$ cat src/design/lru_pkg.sv
`timescale 1ns / 1ps

package lru_pkg;

    // frame store geometry
    localparam int FRAMES    = 8;
    localparam int PAGE_BITS = 16;

    localparam int FIDX_W  = (FRAMES > 1) ? $clog2(FRAMES) : 1;
    localparam int AGE_W   = FIDX_W;
    localparam int CNT_W   = $clog2(FRAMES + 1);
    localparam int ENTRY_W = PAGE_BITS + AGE_W;

    // configuration register
    localparam int          FC_W            = 4;
    localparam logic [FC_W-1:0] FC_RESET    = 4'd8;
    localparam int          PADDR_W         = 3;
    localparam logic        REG_FRAME_COUNT = 1'b0;

    typedef struct packed {
        logic [PAGE_BITS-1:0] page;
        logic                 last;
    } in_word_t;

    typedef struct packed {
        logic                 hit;
        logic [2:0]           frame_index;
        logic                 evicted_valid;
        logic [PAGE_BITS-1:0] evicted_page;
        logic [31:0]          hit_total;
        logic [31:0]          fault_total;
        logic                 final_res;
    } out_word_t;

    typedef struct packed {
        logic [PAGE_BITS-1:0] page;
        logic [AGE_W-1:0]     age;
    } frame_entry_t;

    typedef enum logic [2:0] {
        S_IDLE,
        S_SCAN,
        S_DECIDE,
        S_UPD,
        S_DONE
    } eng_state_t;

endpackage

$ cat src/design/lru_frame_ram.sv
`timescale 1ns / 1ps

module lru_frame_ram #(
    parameter int WIDTH = 19,
    parameter int DEPTH = 8,
    parameter int AW    = (DEPTH > 1) ? $clog2(DEPTH) : 1
) (
    input  logic             clk,
    input  logic             we,
    input  logic [AW-1:0]    waddr,
    input  logic [WIDTH-1:0] wdata,
    input  logic             re,
    input  logic [AW-1:0]    raddr,
    output logic [WIDTH-1:0] rdata
);

    logic [WIDTH-1:0] mem [DEPTH];

    always_ff @(posedge clk)
    begin
        if (we)
        begin
            mem[waddr] <= wdata;
        end
    end

    always_ff @(posedge clk)
    begin
        if (re)
        begin
            rdata <= mem[raddr];
        end
    end

endmodule

$ cat src/design/lru_engine.sv
`timescale 1ns / 1ps

module lru_engine
    import lru_pkg::*;
(
    input  logic             clk,
    input  logic             rst_n,
    input  logic             req_valid,
    output logic             req_stall,
    input  in_word_t         req,
    input  logic [CNT_W-1:0] n_act,
    output logic             res_valid,
    input  logic             res_stall,
    output out_word_t        res
);

    eng_state_t           state_reg, state_next;
    logic [CNT_W-1:0]     cnt_reg, cnt_next;
    logic [FRAMES-1:0]    valid_reg, valid_next;
    logic [31:0]          hits_reg, hits_next;
    logic [31:0]          faults_reg, faults_next;
    logic                 found_reg, found_next;
    logic                 empty_reg, empty_next;
    logic                 ev_reg, ev_next;

    logic [PAGE_BITS-1:0] page_reg, page_next;
    logic                 last_reg, last_next;
    logic [FIDX_W-1:0]    hit_slot_reg, hit_slot_next;
    logic [AGE_W-1:0]     hit_age_reg, hit_age_next;
    logic [FIDX_W-1:0]    empty_slot_reg, empty_slot_next;
    logic [FIDX_W-1:0]    vict_slot_reg, vict_slot_next;
    logic [AGE_W-1:0]     vict_age_reg, vict_age_next;
    logic [PAGE_BITS-1:0] vict_page_reg, vict_page_next;
    logic [FIDX_W-1:0]    slot_reg, slot_next;
    logic [CNT_W-1:0]     limit_reg, limit_next;

    logic                 re;
    logic                 we;
    logic [FIDX_W-1:0]    raddr;
    logic [FIDX_W-1:0]    pidx;
    logic [ENTRY_W-1:0]   rdata;
    logic [ENTRY_W-1:0]   wdata;
    frame_entry_t         rd_ent;
    frame_entry_t         wr_ent;

    lru_frame_ram #(
        .WIDTH (ENTRY_W),
        .DEPTH (FRAMES),
        .AW    (FIDX_W)
    ) u_ram (
        .clk   (clk),
        .we    (we),
        .waddr (pidx),
        .wdata (wdata),
        .re    (re),
        .raddr (raddr),
        .rdata (rdata)
    );

    assign rd_ent    = frame_entry_t'(rdata);
    assign wdata     = ENTRY_W'(wr_ent);
    assign raddr     = cnt_reg[FIDX_W-1:0];
    assign pidx      = FIDX_W'(cnt_reg - 1'b1);
    assign req_stall = (state_reg != S_IDLE);

    always_comb
    begin
        state_next      = state_reg;
        cnt_next        = cnt_reg;
        valid_next      = valid_reg;
        hits_next       = hits_reg;
        faults_next     = faults_reg;
        found_next      = found_reg;
        empty_next      = empty_reg;
        ev_next         = ev_reg;
        page_next       = page_reg;
        last_next       = last_reg;
        hit_slot_next   = hit_slot_reg;
        hit_age_next    = hit_age_reg;
        empty_slot_next = empty_slot_reg;
        vict_slot_next  = vict_slot_reg;
        vict_age_next   = vict_age_reg;
        vict_page_next  = vict_page_reg;
        slot_next       = slot_reg;
        limit_next      = limit_reg;
        re              = 1'b0;
        we              = 1'b0;
        wr_ent          = rd_ent;
        res_valid       = 1'b0;

        case (state_reg)
            S_IDLE:
            begin
                if (req_valid)
                begin
                    page_next  = req.page;
                    last_next  = req.last;
                    cnt_next   = '0;
                    found_next = 1'b0;
                    empty_next = 1'b0;
                    state_next = S_SCAN;
                end
            end

            // one frame read per cycle, its data checked in the cycle after the read
            S_SCAN:
            begin
                re = (cnt_reg < n_act);
                if (cnt_reg != '0)
                begin
                    if (valid_reg[pidx] && rd_ent.page == page_reg && !found_reg)
                    begin
                        found_next    = 1'b1;
                        hit_slot_next = pidx;
                        hit_age_next  = rd_ent.age;
                    end
                    if (!valid_reg[pidx] && !empty_reg)
                    begin
                        empty_next      = 1'b1;
                        empty_slot_next = pidx;
                    end
                    if (pidx == '0 || rd_ent.age > vict_age_reg)
                    begin
                        vict_slot_next = pidx;
                        vict_age_next  = rd_ent.age;
                        vict_page_next = rd_ent.page;
                    end
                end
                if (cnt_reg == n_act)
                begin
                    state_next = S_DECIDE;
                end
                else
                begin
                    cnt_next = cnt_reg + 1'b1;
                end
            end

            S_DECIDE:
            begin
                ev_next = 1'b0;
                if (found_reg)
                begin
                    slot_next  = hit_slot_reg;
                    limit_next = CNT_W'(hit_age_reg);
                    if (hits_reg != '1)
                    begin
                        hits_next = hits_reg + 1'b1;
                    end
                end
                else
                begin
                    if (empty_reg)
                    begin
                        slot_next  = empty_slot_reg;
                        limit_next = CNT_W'(FRAMES);
                    end
                    else
                    begin
                        slot_next  = vict_slot_reg;
                        limit_next = CNT_W'(vict_age_reg);
                        ev_next    = 1'b1;
                    end
                    if (faults_reg != '1)
                    begin
                        faults_next = faults_reg + 1'b1;
                    end
                end
                valid_next[slot_next] = 1'b1;
                cnt_next   = '0;
                state_next = S_UPD;
            end

            // read-modify-write of ages, each write follows in the cycle after its read
            S_UPD:
            begin
                re = (cnt_reg < n_act);
                if (cnt_reg != '0)
                begin
                    we = 1'b1;
                    if (pidx == slot_reg)
                    begin
                        wr_ent.page = page_reg;
                        wr_ent.age  = '0;
                    end
                    else if (valid_reg[pidx] && CNT_W'(rd_ent.age) < limit_reg &&
                             rd_ent.age != AGE_W'(FRAMES - 1))
                    begin
                        wr_ent.age = rd_ent.age + 1'b1;
                    end
                end
                if (cnt_reg == n_act)
                begin
                    state_next = S_DONE;
                end
                else
                begin
                    cnt_next = cnt_reg + 1'b1;
                end
            end

            S_DONE:
            begin
                res_valid = 1'b1;
                if (!res_stall)
                begin
                    state_next = S_IDLE;
                end
            end

            default:
            begin
                state_next = S_IDLE;
            end
        endcase
    end

    always_comb
    begin
        res.hit           = found_reg;
        res.frame_index   = 3'(slot_reg);
        res.evicted_valid = ev_reg;
        res.evicted_page  = ev_reg ? vict_page_reg : '0;
        res.hit_total     = hits_reg;
        res.fault_total   = faults_reg;
        res.final_res     = last_reg;
    end

    always_ff @(posedge clk or negedge rst_n)
    begin
        if (!rst_n)
        begin
            state_reg  <= S_IDLE;
            cnt_reg    <= '0;
            valid_reg  <= '0;
            hits_reg   <= '0;
            faults_reg <= '0;
            found_reg  <= 1'b0;
            empty_reg  <= 1'b0;
            ev_reg     <= 1'b0;
        end
        else
        begin
            state_reg  <= state_next;
            cnt_reg    <= cnt_next;
            valid_reg  <= valid_next;
            hits_reg   <= hits_next;
            faults_reg <= faults_next;
            found_reg  <= found_next;
            empty_reg  <= empty_next;
            ev_reg     <= ev_next;
        end
    end

    always_ff @(posedge clk)
    begin
        page_reg       <= page_next;
        last_reg       <= last_next;
        hit_slot_reg   <= hit_slot_next;
        hit_age_reg    <= hit_age_next;
        empty_slot_reg <= empty_slot_next;
        vict_slot_reg  <= vict_slot_next;
        vict_age_reg   <= vict_age_next;
        vict_page_reg  <= vict_page_next;
        slot_reg       <= slot_next;
        limit_reg      <= limit_next;
    end

    // a hit never evicts
    assert property (@(posedge clk) disable iff (!rst_n)
        res_valid |-> !(res.hit && res.evicted_valid))
        else $error("hit reported with eviction");

    // the chosen frame is resident once the decision is made
    assert property (@(posedge clk) disable iff (!rst_n)
        state_reg == S_DECIDE |=> valid_reg[slot_reg])
        else $error("chosen frame not marked resident");

    // totals never go backwards
    assert property (@(posedge clk) disable iff (!rst_n)
        hits_reg >= $past(hits_reg) && faults_reg >= $past(faults_reg))
        else $error("hit or fault total decreased");

    // exactly one of the totals moves per reference
    assert property (@(posedge clk) disable iff (!rst_n)
        state_reg == S_DECIDE && hits_reg != '1 && faults_reg != '1 |=>
        (hits_reg != $past(hits_reg)) != (faults_reg != $past(faults_reg)))
        else $error("totals not updated once per reference");

endmodule

$ cat src/design/lru_page_replacement.sv
`timescale 1ns / 1ps

// lru page replacement over a fully associative set of frames
//
// req channel (req_valid / req_stall / req): one page reference per word,
// taken at a clock edge with req_valid high and req_stall low
// rsp channel (rsp_valid / rsp_stall / rsp): one result word per reference,
// held steady while rsp_stall is high
// apb port: register 0 (byte address 0) is frame_count, 4 bits, reset 8;
// a count of zero acts as one, a count above the frame store acts as full
//
// each reference walks the frame memory twice, one frame per cycle: a
// search pass (match, first empty frame, oldest frame) and an age
// update pass that writes back behind the read; the next word is taken
// once the result has moved to the output register
// a stalled result waits in the output register; one further reference can
// complete behind it and then holds req_stall high until the register frees
// reset empties all frames and clears the totals; frame pages and ages live
// in memory with no reset, per-frame valid bits sit in flip-flops

module lru_page_replacement
    import lru_pkg::*;
(
    input  logic               clk,
    input  logic               rst_n,
    input  logic               req_valid,
    output logic               req_stall,
    input  in_word_t           req,
    output logic               rsp_valid,
    input  logic               rsp_stall,
    output out_word_t          rsp,
    input  logic               psel,
    input  logic               penable,
    input  logic               pwrite,
    input  logic [PADDR_W-1:0] paddr,
    input  logic [31:0]        pwdata,
    output logic [31:0]        prdata,
    output logic               pready
);

    logic [FC_W-1:0]  fc_reg;
    logic [CNT_W-1:0] n_act;
    logic             res_valid;
    logic             res_stall;
    out_word_t        res;
    logic             rsp_valid_reg;
    out_word_t        rsp_reg;

    // register file: only frame_count, bit 2 of the byte address selects it
    assign pready = 1'b1;
    assign prdata = (paddr[2] == REG_FRAME_COUNT) ? 32'(fc_reg) : '0;

    always_ff @(posedge clk or negedge rst_n)
    begin
        if (!rst_n)
        begin
            fc_reg <= FC_RESET;
        end
        else if (psel && penable && pwrite && paddr[2] == REG_FRAME_COUNT)
        begin
            fc_reg <= pwdata[FC_W-1:0];
        end
    end

    // frames in use, clamped to the range 1 .. FRAMES
    always_comb
    begin
        if (fc_reg == '0)
        begin
            n_act = CNT_W'(1);
        end
        else if (32'(fc_reg) > 32'(FRAMES))
        begin
            n_act = CNT_W'(FRAMES);
        end
        else
        begin
            n_act = CNT_W'(fc_reg);
        end
    end

    lru_engine u_engine (
        .clk       (clk),
        .rst_n     (rst_n),
        .req_valid (req_valid),
        .req_stall (req_stall),
        .req       (req),
        .n_act     (n_act),
        .res_valid (res_valid),
        .res_stall (res_stall),
        .res       (res)
    );

    // output register, frees the engine as soon as a result is parked
    assign res_stall = rsp_valid_reg && rsp_stall;

    always_ff @(posedge clk or negedge rst_n)
    begin
        if (!rst_n)
        begin
            rsp_valid_reg <= 1'b0;
        end
        else if (res_valid && !res_stall)
        begin
            rsp_valid_reg <= 1'b1;
        end
        else if (!rsp_stall)
        begin
            rsp_valid_reg <= 1'b0;
        end
    end

    always_ff @(posedge clk)
    begin
        if (res_valid && !res_stall)
        begin
            rsp_reg <= res;
        end
    end

    assign rsp_valid = rsp_valid_reg;
    assign rsp       = rsp_reg;

endmodule

$ cat config.mk
export PLATFORM = sky130hd
export DESIGN_NAME = lru_page_replacement
export DESIGN_NICKNAME = d
export VERILOG_FILES = /design/src/design/lru_pkg.sv /design/src/design/lru_frame_ram.sv /design/src/design/lru_engine.sv /design/src/design/lru_page_replacement.sv
export SDC_FILE = /design/constraint.sdc
export NUM_CORES = 1
export LEC_CHECK = 0
export ABC_CLOCK_PERIOD_IN_PS = 5750
export BUFFER_PORTS_ARGS = -buffer_cell sky130_fd_sc_hd__buf_2
export CAP_MARGIN = 10
export CORE_UTILIZATION = 42
export CTS_CLUSTER_SIZE = 30
export DETAILED_ROUTE_END_ITERATION = 8
export HOLD_SLACK_MARGIN = 0.05
export PLACE_DENSITY = 0.7
export SLEW_MARGIN = 0
export SYNTH_ARGS = -nofsm -noshare
export SYNTH_HDL_FRONTEND = slang
export SYNTH_SLANG_ARGS = --single-unit
$ cat constraint.sdc
create_clock -name clk -period 5.75 [get_ports clk]
set_clock_uncertainty 0.15 [all_clocks]
set_input_delay 0.575 -clock clk [delete_from_list [all_inputs] [get_ports clk]]
set_output_delay 0.575 -clock clk [all_outputs]
set_load 0.01 [all_outputs]
==> metrics.cfg, run 1 <==
[finish]
layoutNonFillerInstCount = 1649
drive_gt1_frac = 0.258
fillerInstances = 3059
syn_to_final_growth_pct = 16.8
nets = 1186
n_antenna_cell = 0
largest_reg_flops = 152
layout_common_cells = edfxtp_1 (312), buf_2 (119), dfrtp_1 (85), xnor2_1 (47), nand2_1 (45)
final_common_cell = edfxtp_1

[die]
io_pins = 180
initial_utilization = 0.430
core-area_mm2 = 0.0370
die-area_mm2 = 0.0386
fp.dieH_um = 197
rows = 70
fp.dieW_um = 197

[routing]
num_vias = 8376
firstDrtPassIters = 5
wl_met2_um = 14400
top_layer_used = met4
vias_per_cell = 5.08
drc_errors = 0
wirelength_um = 30200
drt_iter0_markers = 478
ant_nets = 0
route.met3.wl_um = 1600
wl_met1_um = 13500
wl_per_cell_um = 18.3

[setup_path]
cp-start-kind = flop
worstSetupPathType = flop to flop
rr_startpoint = u_engine.cnt_reg[2]$_DFFE_PN0P_
crit_path_end = u_engine.u_ram.mem[4][3]$_DFFE_PP_
startpoint = u_engine.cnt_reg[2]$_DFFE_PN0P_
r2r_cells = 6
reg2reg_slack_ns = 2.09
cp_data_required_time_ns = 5.87
rr_endpoint = u_engine.u_ram.mem[4][3]$_DFFE_PP_
endpoint_kind = flop
crit_fanout = 14
arrival_ns = 3.78

[sta]
tightest_slew_ns = 1.15
finalSetupTns_ns = 0
slew_violations = 0
setup_viol = 0
rsz0062_at_grt = no
finalHoldViolations = 0
maxSlewHeadroom = 0.230
max_freq_ghz = 0.273
fin_crit_sh = 0.637
fin_crit_ns = 3.66

[logic_synthesis]
yosys.cell_types.count = 54
async_flop_share = 0.218
synth.avg_cell_area_um2 = 16.9
synthFlopType = edfxtp_1
seq_area_frac_synth = 0.727
synthTopCellsByArea = edfxtp_1 (59%), dfrtp_1 (14%), mux4_2 (5.5%)
synth_area_mm2 = 0.0159
synth_edf_count = 312
synth_top_area_frac = 0.590
synthCells = 939
synth_top_area_cell = edfxtp_1
synth_seq_cells = 399
synth_warnings = 0

[pwr]
p_sw_mw = 2.59
power.density_mw_per_mm2 = 480
p_leak_nw = 6.74
p_int_mw = 6.32
p_comb_frac = 0.231
peakVddDrop_mv = 0.258
swShare = 0.290
seqPwrFrac = 0.484
clock_power_share = 0.285

[cts]
cts-root-buf = clkbuf_16
clk_path_buf_depth = 3
cts_tree = done
postCtsSetupRepairBufs = 0
clk_latency_ns = 0.56
ctsResizeCount = 0
clkTransAtPathRegs_ns = 0.06
h-tree-depth = 2
cts_hold_buf = 18
cts_made_buffers = 42
cts.sinks = 399

[global_route]
grt_pass1_vias = 8354
grt_max_degree = 57
grt_pass1_wl_um = 47300
track_usage = 0.160
grt_overflow = 0
antenna_found_initial = 0

[flow_run]
drv_cap = 0

[place]
dpl.hpwl_um = 18400
place.port_buffers = 120
dp_cells = 1553
gp_congestion = 0.774

[outcome]
outcome = completed

[hold_path]
hold_class = input pin to flop

## worst min path at each step
stage,startpoint,endpoint,slack (ns),depth (start not counted)
final,pwdata[1],fc_reg[1]$_DFFE_PN0P_,0.12,2
after global routing,pwdata[1],fc_reg[1]$_DFFE_PN0P_,0.10,2
after CTS,pwdata[1],fc_reg[1]$_DFFE_PN0P_,0.08,2
after detailed placement,u_engine.last_reg$_DFFE_PP_,rsp[0]$_DFFE_PP_,0.28,0
after global placement,u_engine.last_reg$_DFFE_PP_,rsp[0]$_DFFE_PP_,0.25,0
after floorplan,rst_n,fc_reg[0]$_DFFE_PN0P_,0.13,0
## routing by layer
layer	vias to the layer above	global-route usage
li1	3878	-
met3	48	0.0293
met4	0	0.0512
met5	-	0
met1	4218	0.219
met2	232	0.260
## power groups by stage
stage	Clock (mW)	Combinational [mW]	Sequential [mW]
global route	2.71	2.26	4.35
CTS	2.61	2.09	4.31
floorplan	0	1.49	4.24
detailed placement	0	2.06	4.36
global placement	0	2.00	4.33
finish	2.54	2.05	4.31
## layout make-up
type | instances | area, um^2 | area share
sequential | 399 | 11500 | 0.622
tap | 504 | 631 | 0.0340
clock buffer | 51 | 1090 | 0.0590
inverter | 16 | 60.1 | 0.00324
clock inverter | 27 | 210 | 0.0113
timing repair buffer | 156 | 918 | 0.0495
multi-input combinational | 496 | 4100 | 0.221
## cell families after synthesis
kind of cell               synth area share
DFF                                   0.727
other                              0.000473
muxes                                0.0894
AOI/OAI and AO/OA                    0.0229
and+or+nand+nor                      0.0789
buffers and inverters                0.0245
xor gates and xnor gates             0.0446
adders and majority gates            0.0126
## cells in the mapped netlist (21+ instances only)
library cell    n
nor3_1         21
xor2_1         34
xnor2_1        47
edfxtp_1      312
nand4_1        31
nand2_1        45
mux2_2         42
dfrtp_1        86
buf_4          29
nor2_1         29
nand3_1        32
mux4_2         39
## critical path: stages, from the launching register on
cell and delay [ns]:
dfrtp_1 0.83, buf_4 0.37, nor3b_1 0.11, nor3b_1 0.34, nand4_1 0.74, buf_4 0.48, mux2_2 0.36
## through the flow
step	utilization	power, mW	hold WS [ns]	instance area, um^2	setup slack, ns
global route	0.502	9.33	0.104	18600	1.82
CTS	0.502	9.01	0.0839	18600	2.03
detailed placement	0.462	6.41	0.281	17100	2.04
global placement	0.462	6.33	0.251	17100	2.10
floorplan	-	5.73	0.129	16000	0.0475
finish	0.502	8.90	0.117	18600	2.09
No activity file was read; power rests on OpenSTA's default activity.
==> run 2: changes to the inputs <==
Settings changed: ABC_CLOCK_PERIOD_IN_PS 5750 to 3400, PLACE_DENSITY 0.7 to 0.68.
Clock period 5.75 ns to 3.4 ns, I/O delays scaled along.
==> metrics.cfg, run 2 (synthesis gave the netlist of run 1 again) <==
[die]
initial_utilization = 0.430  ; unchanged
io_pins = 180  ; unchanged
rows = 70  ; unchanged
core-area_mm2 = 0.0370  ; unchanged
fp.dieW_um = 197  ; unchanged
fp.dieH_um = 197  ; unchanged
die-area_mm2 = 0.0386  ; unchanged

[cts]
clkTransAtPathRegs_ns = 0.06  ; about the same
cts_hold_buf = 23  ; was 18
cts-root-buf = clkbuf_16  ; unchanged
clk_latency_ns = 0.54  ; was 0.56 ns
clk_path_buf_depth = 3  ; unchanged
cts.sinks = 399  ; unchanged
cts_made_buffers = 41  ; was 42
postCtsSetupRepairBufs = 0  ; unchanged
cts_tree = done  ; unchanged
h-tree-depth = 2  ; unchanged
ctsResizeCount = 0  ; unchanged

[global_route]
grt_pass1_wl_um = 48100  ; was 47300 um
grt.met3_usage = 0.0260  ; was 0.0293
antenna_found_initial = 0  ; unchanged
grt_busiest_layer = met2  ; unchanged
gr-usage-met1 = 0.228  ; was 0.219
track_usage = 0.163  ; was 0.160
grt_overflow = 0  ; unchanged
grt_pass1_vias = 8458  ; was 8354
use_met2 = 0.265  ; was 0.260
grt_max_degree = 77  ; was 57

[setup_path]
worstSetupPathType = flop to flop  ; unchanged
cp-start-kind = flop  ; unchanged
cp_data_required_time_ns = 3.51  ; was 5.87 ns
r2r_cells = 6  ; unchanged
reg2reg_slack_ns = 0.47  ; was 2.09 ns
rr_startpoint = u_engine.cnt_reg[0]$_DFFE_PN0P_  ; was u_engine.cnt_reg[2]$_DFFE_PN0P_
crit_fanout = 8  ; was 14
rr_endpoint = u_engine.u_ram.mem[1][2]$_DFFE_PP_  ; was u_engine.u_ram.mem[4][3]$_DFFE_PP_
arrival_ns = 3.04  ; was 3.78 ns
endpoint_kind = flop  ; unchanged
startpoint = u_engine.cnt_reg[0]$_DFFE_PN0P_  ; was u_engine.cnt_reg[2]$_DFFE_PN0P_
crit_path_end = u_engine.u_ram.mem[1][2]$_DFFE_PP_  ; was u_engine.u_ram.mem[4][3]$_DFFE_PP_

[place]
place.port_buffers = 120  ; unchanged
dpl.hpwl_um = 18600  ; was 18400 um
gp_congestion = 0.780  ; was 0.774
place_ws_ns = 0.500  ; was 2.04 ns

[finish]
final-seq-area_mm2 = 0.0115  ; unchanged
syn_to_final_growth_pct = 18.2  ; was 16.8%
largest_reg_flops = 152  ; unchanged
final_common_cell = edfxtp_1  ; unchanged
drive_gt1_frac = 0.267  ; was 0.258
nets = 1202  ; was 1186
fillerInstances = 3058  ; was 3059
n_antenna_cell = 0  ; unchanged
multiInputGateArea_mm2 = 0.00410  ; unchanged
layout_common_cells = edfxtp_1 (312), buf_2 (119), dfrtp_1 (85), xnor2_1 (47), nand2_1 (45)  ; unchanged

[routing]
num_vias = 8505  ; was 8376
drt_iter0_markers = 566  ; was 478
wirelength_um = 30600  ; was 30200 um
vias_per_cell = 5.11  ; was 5.08
wl_per_cell_um = 18.4  ; was 18.3 um
firstDrtPassIters = 4  ; was 5
drc_errors = 0  ; unchanged
ant_nets = 0  ; unchanged

[sta]
slew_violations = 0  ; unchanged
max_freq_ghz = 0.341  ; was 0.273 GHz
fin_crit_ns = 2.93  ; was 3.66 ns
tightest_slew_ns = 0.967  ; was 1.15 ns
fin_ws_ns = 0.468  ; was 2.09 ns
finalSetupTns_ns = 0  ; unchanged
fin_crit_sh = 0.862  ; was 0.637
setup_viol = 0  ; unchanged
rsz0062_at_grt = no  ; unchanged
finalHoldViolations = 0  ; unchanged
worst_hold_slack_ns = 0.0871  ; was 0.117 ns
maxSlewHeadroom = 0.349  ; was 0.230

[hold_path]
min_from = req_valid  ; was pwdata[1]
hold_class = input pin to flop  ; unchanged

[pwr]
power.density_mw_per_mm2 = 813  ; was 480 mW/mm^2
p_leak_nw = 6.85  ; was 6.74 nW
peakVddDrop_mv = 0.556  ; was 0.258 mV

[flow_run]
drv_cap = 0  ; unchanged

[outcome]
outcome = completed  ; unchanged

-- run 2: metrics by stage --
step,utilization,instance area [um^2],power (mW),cells
floorplan,-,16000,9.72,966
global route,0.508,18800,16.0,1664
global placement,0.465,17200,10.8,1565
finish,0.508,18800,15.3,1664
detailed placement,0.465,17200,11.0,1565
CTS,0.508,18800,15.5,1664
-- run 2: routing by layer --
metal | vias up | share of wire
met5 | - | 0
met4 | 0 | 0.016
met3 | 43 | 0.047
met2 | 221 | 0.48
met1 | 4313 | 0.45
li1 | 3928 | -
-- run 2: worst min path at each step --
stage / endpoint / cells after the start
2_1_floorplan: fc_reg[0]$_DFFE_PN0P_ / 0
3_3_place_gp: rsp[0]$_DFFE_PP_ / 0
3_5_place_dp: rsp[0]$_DFFE_PP_ / 0
4_1_cts: u_engine.empty_reg$_DFFE_PN0P_ / 3
5_1_grt: u_engine.found_reg$_DFFE_PN0P_ / 3
6_report: u_engine.found_reg$_DFFE_PN0P_ / 3
-- run 2: critical path: stages, from the launching register on --
cell and delay [ns]:
dfrtp_2 0.46, inv_1 0.09, ha_1 0.32, inv_1 0.18
mux4_2 0.57, a2111o_1 0.40, o21ai_1 0.49
-- run 2: cell type report --
cell class | count | area share
Clock inverter | 21 | 0.0109
Inverter | 16 | 0.00320
Timing Repair Buffer | 173 | 0.0584
Tap cell | 504 | 0.0336
Multi-Input combinational cell | 496 | 0.218
Sequential cell | 399 | 0.615
Clock buffer | 55 | 0.0608
-- run 2: report_power, final --
group / switching, mW / internal [mW]
clock network: 1.84 / 2.61
logic: 2.08 / 1.48
registers: 0.470 / 6.79
total: 4.38 / 10.9
==> run 3: changes to the inputs <==
Settings changed: CAP_MARGIN 10 to 0, CTS_CLUSTER_DIAMETER set to 80, PLACE_DENSITY 0.68 to not set.
==> metrics.cfg, run 3 (synthesis gave the netlist of run 1 again) <==
[place]
place_ws_ns = 0.418  ; was 0.500 ns
dpl.hpwl_um = 18600  ; about the same
place.port_buffers = 120  ; unchanged
gp_congestion = 0.784  ; was 0.780

[hold_path]
hold_class = input pin to flop  ; unchanged

[die]
fp.dieW_um = 197  ; unchanged
die-area_mm2 = 0.0386  ; unchanged
io_pins = 180  ; unchanged
fp.dieH_um = 197  ; unchanged
initial_utilization = 0.430  ; unchanged
rows = 70  ; unchanged
core-area_mm2 = 0.0370  ; unchanged

[sta]
fin_ws_ns = 0.358  ; was 0.468 ns
fin_crit_ns = 3.04  ; was 2.93 ns
finalHoldViolations = 0  ; unchanged
setup_viol = 0  ; unchanged
maxSlewHeadroom = 0.375  ; was 0.349
fin_crit_sh = 0.895  ; was 0.862
finalSetupTns_ns = 0  ; unchanged
tightest_slew_ns = 0.936  ; was 0.967 ns
rsz0062_at_grt = no  ; unchanged
slew_violations = 0  ; unchanged
max_freq_ghz = 0.329  ; was 0.341 GHz

[setup_path]
worstSetupPathType = flop to flop  ; unchanged
cp_data_required_time_ns = 3.52  ; was 3.51 ns
crit_fanout = 8  ; unchanged
cp-start-kind = flop  ; unchanged
endpoint_kind = flop  ; unchanged
arrival_ns = 3.16  ; was 3.04 ns

[global_route]
grt_overflow = 0  ; unchanged
antenna_found_initial = 0  ; unchanged
grt_max_degree = 55  ; was 77
grt_pass1_wl_um = 46900  ; was 48100 um
grt_pass1_vias = 8184  ; was 8458
track_usage = 0.159  ; was 0.163

[finish]
final_common_cell = edfxtp_1  ; unchanged
syn_to_final_growth_pct = 14.9  ; was 18.2%
nets = 1182  ; was 1202
n_antenna_cell = 0  ; unchanged
largest_reg_flops = 152  ; unchanged
layout_common_cells = edfxtp_1 (312), buf_2 (119), dfrtp_1 (85), xnor2_1 (47), nand2_1 (45)  ; unchanged
drive_gt1_frac = 0.253  ; was 0.267

[cts]
cts_made_buffers = 22  ; was 41
cts-root-buf = clkbuf_16  ; unchanged
h-tree-depth = 1  ; was 2
cts_tree = done  ; unchanged
cts.sinks = 399  ; unchanged
clk_path_buf_depth = 3  ; unchanged
clkTransAtPathRegs_ns = 0.09  ; was 0.06 ns
postCtsSetupRepairBufs = 0  ; unchanged
ctsResizeCount = 0  ; unchanged
clk_latency_ns = 0.55  ; was 0.54 ns

[routing]
wirelength_um = 30700  ; was 30600 um
firstDrtPassIters = 5  ; was 4
ant_nets = 0  ; unchanged
drt_iter0_markers = 471  ; was 566
num_vias = 8278  ; was 8505
drc_errors = 0  ; unchanged
vias_per_cell = 5.09  ; was 5.11
wl_per_cell_um = 18.9  ; was 18.4 um

[pwr]
p_leak_nw = 6.60  ; was 6.85 nW
power.density_mw_per_mm2 = 773  ; was 813 mW/mm^2
peakVddDrop_mv = 0.481  ; was 0.556 mV

[outcome]
outcome = completed  ; unchanged

[flow_run]
drv_cap = 0  ; unchanged

[run 3: cell count changes in the layout (fill, tap and decap cells not counted), sizes merged]
| cell | before | now |
|---|---|---|
| buf | 150 | 149 |
| bufinv | 3 | 2 |
| clkbuf | 55 | 25 |
| clkinv | 12 | 4 |
| clkinvlp | 3 | 0 |
| inv | 19 | 24 |
[run 3: timing repair]
| item | in CTS | in global routing |
|---|---|---|
| setup endpoints to repair | 0 | 0 |
| hold endpoints to repair | 109 | 0 |
| hold buffers | 23 | 0 |
[run 3: critical path: stages, from the launching register on]
cell      delay, ns
dfrtp_2        0.47
inv_1          0.08
ha_1           0.23
xnor2_1        0.15
inv_1          0.27
mux4_2         0.43
a2111o_1       0.41
xnor2_1        0.17
nor2_1         0.43
[run 3: cell type report]
type	instances	area (um^2)
Clock buffer	25	593
Fill cell	3166	18700
Inverter	16	60.1
Clock inverter	14	253
Multi-Input combinational cell	496	4110
Tap cell	504	631
Sequential cell	399	11500
Timing Repair Buffer	172	1080
[run 3: metal layers]
layer	GRT usage	wire length, um
met5	0	0
met4	0.0362	585
met3	0.0175	1120
met2	0.259	14600
met1	0.229	14400
[run 3: final timing paths]
check | startpoint | to | slack, ns | cells after the start
max | u_engine.cnt_reg[0]$_DFFE_PN0P_ | u_engine.u_ram.mem[0][0]$_DFFE_PP_ | 0.36 | 8
min | req_valid | u_engine.empty_reg$_DFFE_PN0P_ | 0.10 | 3
max reg2reg | u_engine.cnt_reg[0]$_DFFE_PN0P_ | u_engine.u_ram.mem[0][0]$_DFFE_PP_ | 0.36 | 8
min reg2reg | u_engine.last_reg$_DFFE_PP_ | rsp[0]$_DFFE_PP_ | 0.29 | 0
max in group asynchronous | rst_n | fc_reg[3]$_DFFE_PN1P_ | 2.28 | 3
min in group asynchronous | rst_n | u_engine.faults_reg[11]$_DFFE_PN0P_ | 0.15 | 2
[run 3: power by group]
group	switching (mW)	internal [mW]	total, mW	leakage, nW
logic	2.10	1.50	3.61	2.23
clock network	1.74	1.54	3.28	0.406
registers	0.470	6.78	7.25	3.97
[run 3: through the flow]
step / total power, mW / area [um^2] / hold slack (ns) / utilization / instances
finish: 14.1 / 18300 / 0.102 / 0.494 / 1626
global route: 14.8 / 18300 / 0.119 / 0.494 / 1626
global placement: 10.9 / 17200 / 0.181 / 0.465 / 1564
CTS: 14.3 / 18300 / 0.0822 / 0.494 / 1626
detailed placement: 11.0 / 17200 / 0.179 / 0.465 / 1564
floorplan: 9.72 / 16000 / -0.106 / - / 966
